### src/hw/rtl/bpfa_pkg.sv
// Shared types and constants of the bitmap page frame allocator.
`timescale 1ns / 1ps

package bpfa_pkg;

  localparam int ADDR_W     = 64;
  localparam int BASE_W     = 52;
  localparam int PAGES_W    = 13;
  localparam int COUNT_W    = 13;
  localparam int STATUS_W   = 2;
  localparam int CFG_IDX_W  = 1;
  localparam int CFG_DATA_W = 52;

  // The bitmap is held as words of this many bits.
  localparam int WORD_BITS = 64;
  localparam int WORD_LOG2 = 6;

  localparam logic [CFG_IDX_W-1:0] CFG_POOL_BASE    = 1'b0;
  localparam logic [CFG_IDX_W-1:0] CFG_USABLE_PAGES = 1'b1;

  localparam logic MODE_ALLOC = 1'b0;
  localparam logic MODE_FREE  = 1'b1;

  typedef enum logic [STATUS_W-1:0] {
    ST_OK      = 2'd0,
    ST_OOM     = 2'd1,
    ST_BADFREE = 2'd2
  } status_e;

  typedef struct packed {
    logic                 found;
    logic [WORD_LOG2-1:0] pos;
  } ffz_res_t;

endpackage

### src/hw/rtl/bpfa_ffz.sv
// Lowest-free-bit search over one bitmap word, limited by a mask of valid frames.
`timescale 1ns / 1ps

module bpfa_ffz (
  input  logic [bpfa_pkg::WORD_BITS-1:0] word_i,
  input  logic [bpfa_pkg::WORD_BITS-1:0] mask_i,
  output bpfa_pkg::ffz_res_t             res_o
);
  import bpfa_pkg::*;

  logic [WORD_BITS-1:0] free_bits;

  assign free_bits = ~word_i & mask_i;

  always_comb begin
    res_o.found = |free_bits;
    res_o.pos   = '0;
    // Walk downwards so that the lowest free bit is the one left standing.
    for (int b = WORD_BITS - 1; b >= 0; b--) begin
      if (free_bits[b]) begin
        res_o.pos = WORD_LOG2'(b);
      end
    end
  end

endmodule

### config.mk
export PLATFORM = sky130hd
export DESIGN_NAME = bpfa_ffz
export DESIGN_NICKNAME = d
export VERILOG_FILES = /design/src/hw/rtl/bpfa_pkg.sv /design/src/hw/rtl/bpfa_ffz.sv
export SDC_FILE = /design/constraint.sdc
export NUM_CORES = 1
export LEC_CHECK = 0
export BUFFER_PORTS_ARGS = -buffer_cell sky130_fd_sc_hd__buf_4
export CORE_ASPECT_RATIO = 1.75
export CORE_MARGIN = 2
export CORE_UTILIZATION = 40
export DETAILED_ROUTE_END_ITERATION = 6
export PLACE_DENSITY = 0.9
export SLEW_MARGIN = 20
export SYNTH_ARGS = -nofsm -noshare
export SYNTH_HDL_FRONTEND = slang
export SYNTH_SLANG_ARGS = --single-unit
export TNS_END_PERCENT = 30
### constraint.sdc
create_clock -name vclk -period 4.3
set_input_delay 0.43 -clock vclk [all_inputs]
set_output_delay 0.43 -clock vclk [all_outputs]
set_load 0.02 [all_outputs]
==> results_tabular.tex, run 1 <==
\begin{tabular}{lr}
\hline
Metric & Value \\
\hline
\multicolumn{2}{l}{\textbf{Die}} \\
\quad Total core area & 0.00314 mm² \\
\quad Die Outline Area & 0.00376 mm² \\
\quad Boundary Pins & 135 \\
\quad Die span in y & 79.6 µm \\
\quad Floorplan die width & 47.2 µm \\
\quad Site Rows & 27 \\
\quad Starting density of the core & 0.416 \\
\multicolumn{2}{l}{\textbf{Global routing}} \\
\quad Total track usage & 0.241 \\
\quad Largest net degree at the start of global routing & 6 \\
\quad First-pass GRT wire length & between 7 and 8 mm \\
\quad Congestion Overflow GR & 0 \\
\quad Number of global-route vias before repair & 2,035 \\
\quad Antenna violations before repair & 0 \\
\multicolumn{2}{l}{\textbf{Pwr}} \\
\quad P per Cell Area & 95.3 mW/mm² \\
\quad Overall Power & 226 µW \\
\quad P\_leak & 1.18 nW \\
\quad VDD IR-drop max & 0.0554 mV \\
\multicolumn{2}{l}{\textbf{Yosys}} \\
\quad YS warnings & 0 \\
\quad Cell area after technology mapping & 0.00131 mm² \\
\quad Number of different library cells in the post-synthesis netlist & 43 \\
\quad Gate Count Post-Synth & 220 \\
\quad Total nets after synthesis & 348 \\
\quad Part of the Yosys area used for sequential elements & 0 \\
\quad Mean post-synth cell area & 5.94 µm² \\
\multicolumn{2}{l}{\textbf{Setup path}} \\
\quad Required arrival time at the worst endpoint & 3.87 ns \\
\quad CP max stage cell & a2111oi\_4 \\
\quad Worst endpoint data arrival time & 1.92 ns \\
\quad Kind of launch point of the worst setup path & primary input \\
\quad Critical path endpoint category & primary output \\
\quad Cell seen most often among critical-path stages & buf\_4 \\
\quad Ordered cell list for the critical path & buf\_4 > or2b\_2 > o21ai\_2 > a2111oi\_4 > a21oi\_2 > a2111oi\_2 > nor2\_1 > buf\_4 \\
\quad Crit-path max cell delay & around 0.41 ns \\
\quad Max FO, Critical Path & 3 \\
\quad WS Path Type & primary input to primary output \\
\quad Critical path buffer and inverter count & 2 \\
\quad Total number of cells along the worst setup path & 8 \\
\quad Worst path top cell family by delay & compound AO/OA/AOI/OAI gates \\
\multicolumn{2}{l}{\textbf{Placement}} \\
\quad Post-DP Area & between 0.002 and 0.0025 mm² \\
\quad Cell Count Post-Placement & 398 \\
\quad Buffers added on ports & 135 \\
\quad Placer congestion estimate & 0.837 \\
\quad Sum of net half-perimeters after detailed placement & $\sim$4.5 mm \\
\quad Worst slack at placement & 1.95 ns \\
\multicolumn{2}{l}{\textbf{Flow run}} \\
\quad Number of maximum-capacitance constraint violations & 0 \\
\multicolumn{2}{l}{\textbf{Cells and area}} \\
\quad Layout cells sized above 1 & 0.406 \\
\quad Number of sequential cells & 0 \\
\quad Final layout net count & 485 \\
\quad Design Area, Final & 0.00237 mm² \\
\quad Register cell area after layout & 0 µm² \\
\quad Clock buffer instance count of the final layout & 0 \\
\quad Layout area overhead & 81.7\% \\
\quad Count of non-filler cells in the finished layout & between 300 and 400 \\
\quad Number of antenna repair diodes & 0 \\
\multicolumn{2}{l}{\textbf{Worst hold path}} \\
\quad Worst hold path startpoint & word\_i[14] \\
\quad Classification of the worst-slack hold path & primary input to primary output \\
\quad Worst hold path stage count & 5 \\
\quad Hold Crit Endpoint & res\_o[1] \\
\multicolumn{2}{l}{\textbf{STA}} \\
\quad Final setup violation count & 0 \\
\quad Unrepaired setup endpoints after global routing & false \\
\quad Final TNS setup & 0 ns \\
\quad Final worst setup slack & around 1.9 ns \\
\quad Final Cycle Share & 0.547 \\
\quad Worst slew slack as a fraction of its limit & 0.713 \\
\quad Max-slew violation count & 0 \\
\quad Fmax & between 400 and 500 MHz \\
\quad Transition time at the pin with the least slew margin & 0.424 ns \\
\quad Post-layout minimum cycle time & 2.35 ns \\
\quad Final number of hold-violating endpoints & 0 \\
\multicolumn{2}{l}{\textbf{Routing}} \\
\quad Vias/cell & between 5 and 6 \\
\quad Post-route DRC violation count & 0 \\
\quad Average wire length per cell after detail routing & 12.1 µm \\
\quad Length of the first detailed-routing pass in iterations & 4 \\
\quad Initial drt markers & 25 \\
\quad Number of nets still failing antenna checks after routing & 0 \\
\quad Total number of vias & 2,084 \\
\quad Wire length after detailed routing & approximately 4.8 mm \\
\multicolumn{2}{l}{\textbf{Clock tree}} \\
\quad CTS Hold Buffers Added & 0 \\
\quad Post-CTS repair timing setup buffer count & 0 \\
\quad Post\_cts resized & 0 \\
\multicolumn{2}{l}{\textbf{Outcome}} \\
\quad Status & finished clean \\
\hline
\end{tabular}
## metrics by stage
| stage | utilization | hold WS, ns |
|---|---|---|
| 4_1_cts | 0.755 | 1.36 |
| 2_1_floorplan | - | 1.21 |
| 3_3_place_gp | 0.755 | 1.35 |
| 6_report | 0.755 | 1.36 |
| 3_5_place_dp | 0.755 | 1.36 |
| 5_1_grt | 0.755 | 1.41 |
## tightest hold or removal path: stages
cell and delay [ns]:
buf_4 0.08, o221ai_1 0.10, nand2_1 0.07, o211ai_1 0.09
buf_4 0.16
## per-layer routing
layer	global-route usage	part of all wire	wire length [µm]
met1	0.196	0.31	1520
met2	0.523	0.61	2950
met3	0.0158	0.045	215
met4	0.0722	0.029	140
met5	0	0	0
## final cells by class
class / instances / area [µm²]
fillers: 278 / 768
inverters: 12 / 45.0
multi-input cells: 208 / 1260
well taps: 43 / 53.8
repair buffers: 135 / 1010
## Yosys cell counts, types with 3 or more instances
| cell type | number | area (µm²) |
|---|---|---|
| a21boi_0 | 3 | 22.5 |
| nand4_1 | 4 | 25.0 |
| a21oi_1 | 10 | 50.1 |
| nor2b_1 | 22 | 138 |
| a31oi_1 | 7 | 43.8 |
| nor2_1 | 17 | 63.8 |
| and4_1 | 3 | 26.3 |
| nor3_1 | 8 | 40.0 |
| nand2b_1 | 46 | 288 |
| nand3_1 | 8 | 40.0 |
| nand2_1 | 26 | 97.6 |
| inv_1 | 12 | 45.0 |
| o21ai_0 | 13 | 65.1 |
| o211ai_1 | 4 | 30.0 |
## where the power goes
group | internal [mW] | total [mW] | leakage, nW | switching, mW
combinational | 0.131 | 0.226 | 1.18 | 0.0952
clock | 0 | 0 | 0 | 0
sequential | 0 | 0 | 0 | 0
## layout by cell type (no fill, tap or decap), types with 7 or more instances in the layout
cell type | Yosys | final
inv_1 | 12 | 12
nand2b_1 | 46 | 46
o21ai_0 | 13 | 13
a31oi_1 | 7 | 7
nor2b_1 | 22 | 22
nor3_1 | 8 | 8
nand3_1 | 8 | 8
buf_4 | 0 | 135
nand2_1 | 26 | 26
nor2_1 | 17 | 17
a21oi_1 | 10 | 10
## cells by family after synthesis
group | synth area share
buf+inv | 0.0345
simple gates | 0.647
compound gates | 0.319
## worst max-delay path by stage
stage	start	slack (ns)	end
6_report	mask_i[39]	1.95	res_o[0]
5_1_grt	mask_i[38]	1.78	res_o[6]
4_1_cts	mask_i[39]	1.95	res_o[0]
3_5_place_dp	mask_i[39]	1.95	res_o[0]
3_3_place_gp	mask_i[33]	1.99	res_o[1]
2_1_floorplan	mask_i[10]	2.15	res_o[5]
Note: power is estimated with default switching activity, not from simulation.
==> run 2, diff against run 1 <==
--- a/config.mk
+++ b/config.mk
@@ -8,9 +8,9 @@
 export BUFFER_PORTS_ARGS = -buffer_cell sky130_fd_sc_hd__buf_4
 export CORE_ASPECT_RATIO = 1.75
 export CORE_MARGIN = 2
-export CORE_UTILIZATION = 40
+export CORE_UTILIZATION = 38
 export DETAILED_ROUTE_END_ITERATION = 6
-export PLACE_DENSITY = 0.9
+export PLACE_DENSITY = 0.86
 export SLEW_MARGIN = 20
 export SYNTH_ARGS = -nofsm -noshare
 export SYNTH_HDL_FRONTEND = slang
==> constraint.sdc (replaced) <==
create_clock -name vclk -period 2.2
set_input_delay 0.22 -clock vclk [all_inputs]
set_output_delay 0.22 -clock vclk [all_outputs]
set_load 0.02 [all_outputs]
==> run 2 against run 1 <==
Compared with the run above:
- via count rose by 0.72%
- cell count rose by 0.50%
- hold slack got worse by 0.40 ns
- flip-flop and latch count did not move
- utilization fell by 4.2 points
- routed wire length is 3.0% higher
- critical path type unchanged
- largest cell class unchanged
- largest power group unchanged
==> results_tabular.tex, run 2 (same netlist as run 1, synthesis figures left out) <==
\begin{tabular}{lr}
\hline
Metric & Value \\
\hline
\multicolumn{2}{l}{\textbf{Cells and area}} \\
\quad Clock buffer instance count of the final layout & 0 (unchanged) \\
\quad Layout area overhead & 81.9\% \\
\quad Most common cell after layout, fill and taps aside & buf\_4 \\
\quad Number of sequential cells & 0 (unchanged) \\
\quad Final layout net count & 485 (unchanged) \\
\quad Number of antenna repair diodes & 0 (unchanged) \\
\quad Design Area, Final & 0.00238 mm² (+0.11\%) \\
\quad Layout cells sized above 1 & 0.406 (unchanged) \\
\quad Register cell area after layout & 0 µm² (unchanged) \\
\quad Top library cells by usage in the layout, fill and taps aside & buf\_4 (135), nand2b\_1 (46), nand2\_1 (26) \\
\quad Core Util, Final & 0.714 (-0.0416) \\
\quad Filler cell count in the final layout & 330 (+19\%) \\
\multicolumn{2}{l}{\textbf{Worst hold path}} \\
\quad Classification of the worst-slack hold path & primary input to primary output \\
\multicolumn{2}{l}{\textbf{Pwr}} \\
\quad VDD IR-drop max & 0.118 mV (+110\%) \\
\quad P\_leak & 1.18 nW (unchanged) \\
\quad Overall Power & 444 µW (+96\%) \\
\quad P per Cell Area & 187 mW/mm² (+96\%) \\
\multicolumn{2}{l}{\textbf{Routing}} \\
\quad Length of the first detailed-routing pass in iterations & 4 (unchanged) \\
\quad Wire length after detailed routing & 4.97 mm (+3.0\%) \\
\quad Total number of vias & 2,099 (+0.72\%) \\
\quad Post-route DRC violation count & 0 (unchanged) \\
\quad Vias/cell & 5.25 (+0.22\%) \\
\quad Average wire length per cell after detail routing & 12.4 µm (+2.5\%) \\
\quad Initial drt markers & 29 (+16\%) \\
\quad Number of nets still failing antenna checks after routing & 0 (unchanged) \\
\multicolumn{2}{l}{\textbf{Die}} \\
\quad Floorplan die width & 48.3 µm (+2.4\%) \\
\quad Die Outline Area & 0.00394 mm² (+4.9\%) \\
\quad Site Rows & 28 (+3.7\%) \\
\quad Die span in y & 81.6 µm (+2.5\%) \\
\quad Boundary Pins & 135 (unchanged) \\
\quad Starting density of the core & 0.392 (-0.0233) \\
\quad Total core area & 0.00333 mm² (+5.9\%) \\
\multicolumn{2}{l}{\textbf{STA}} \\
\quad Max-slew violation count & 0 (unchanged) \\
\quad Transition time at the pin with the least slew margin & 0.447 ns (+0.0229 ns) \\
\quad Fmax & roughly 500 MHz \\
\quad Final Cycle Share & 0.892 \\
\quad Worst slew slack as a fraction of its limit & 0.699 (-0.0146) \\
\quad Final number of hold-violating endpoints & 0 (unchanged) \\
\quad Final TNS setup & 0 ns (unchanged) \\
\quad Post-layout minimum cycle time & 1.96 ns \\
\quad Final worst setup slack & 0.238 ns (-1.71 ns) \\
\quad Unrepaired setup endpoints after global routing & false \\
\quad Final setup violation count & 0 (unchanged) \\
\multicolumn{2}{l}{\textbf{Clock tree}} \\
\quad Post\_cts resized & 0 (unchanged) \\
\quad CTS Hold Buffers Added & 0 (unchanged) \\
\quad Post-CTS repair timing setup buffer count & 0 (unchanged) \\
\multicolumn{2}{l}{\textbf{Placement}} \\
\quad Post-DP Area & 0.00238 mm² (+0.11\%) \\
\quad Placer congestion estimate & 0.843 (+0.66\%) \\
\quad Buffers added on ports & 135 (unchanged) \\
\quad Sum of net half-perimeters after detailed placement & 4.59 mm (+2.3\%) \\
\quad Worst slack at placement & 0.270 ns (-1.68 ns) \\
\multicolumn{2}{l}{\textbf{Setup path}} \\
\quad Worst endpoint data arrival time & 1.74 ns (-0.18 ns) \\
\quad WS Path Type & primary input to primary output \\
\quad Max FO, Critical Path & 4 (+1) \\
\quad Required arrival time at the worst endpoint & 1.98 ns (-1.89 ns) \\
\quad Kind of launch point of the worst setup path & primary input \\
\quad Critical path endpoint category & primary output \\
\multicolumn{2}{l}{\textbf{Global routing}} \\
\quad Total track usage & 0.232 (-0.00847) \\
\quad Number of global-route vias before repair & 2,054 (+0.93\%) \\
\quad Largest net degree at the start of global routing & 6 (unchanged) \\
\quad First-pass GRT wire length & 7.70 mm (+8.6\%) \\
\quad Antenna violations before repair & 0 (unchanged) \\
\quad Congestion Overflow GR & 0 (unchanged) \\
\multicolumn{2}{l}{\textbf{Flow run}} \\
\quad Number of maximum-capacitance constraint violations & 0 (unchanged) \\
\multicolumn{2}{l}{\textbf{Outcome}} \\
\quad Status & finished clean \\
\hline
\end{tabular}
run 2: cell counts in the layout (fill, tap and decap cells not counted):
Identical to the previous run, type by type.
run 2: layer usage:
layer	up-vias	share of wire	global-route usage	wire, µm
met1	951	0.32	0.180	1570
met2	77	0.62	0.551	3060
li1	1061	-	-	-
met5	-	0	0	0
met3	10	0.047	0.0345	233
met4	0	0.021	0.0714	103
run 2: worst paths after layout:
path / start / to / slack, ns / depth (start not counted)
max: mask_i[33] / res_o[1] / 0.24 / 8
min: word_i[14] / res_o[1] / 0.96 / 5
run 2: power breakdown:
group | switching, mW | total [mW] | internal (mW)
clock | 0 | 0 | 0
combinational | 0.188 | 0.444 | 0.256
sequential | 0 | 0 | 0
run 2: area by class of cell:
cell class,count,area [µm²],share of cell area
multi-input combinational,208,1260,0.531
timing repair buffer,135,1010,0.427
tap,45,56.3,0.0237
inverter,12,45.0,0.0190
run 2: stage by stage:
stage / std cells / hold WS (ns)
final: 400 / 0.958
after global routing: 400 / 0.988
after detailed placement: 400 / 0.957
after floorplan: 220 / 0.791
after CTS: 400 / 0.955
after global placement: 400 / 0.932
run 2: critical path, stage by stage:
cell	delay (ns)
buf_4	0.10
nor2b_1	0.16
a21oi_1	0.27
nand4_1	0.18
nor4_1	0.27
a211oi_1	0.14
o211ai_1	0.22
buf_4	0.18
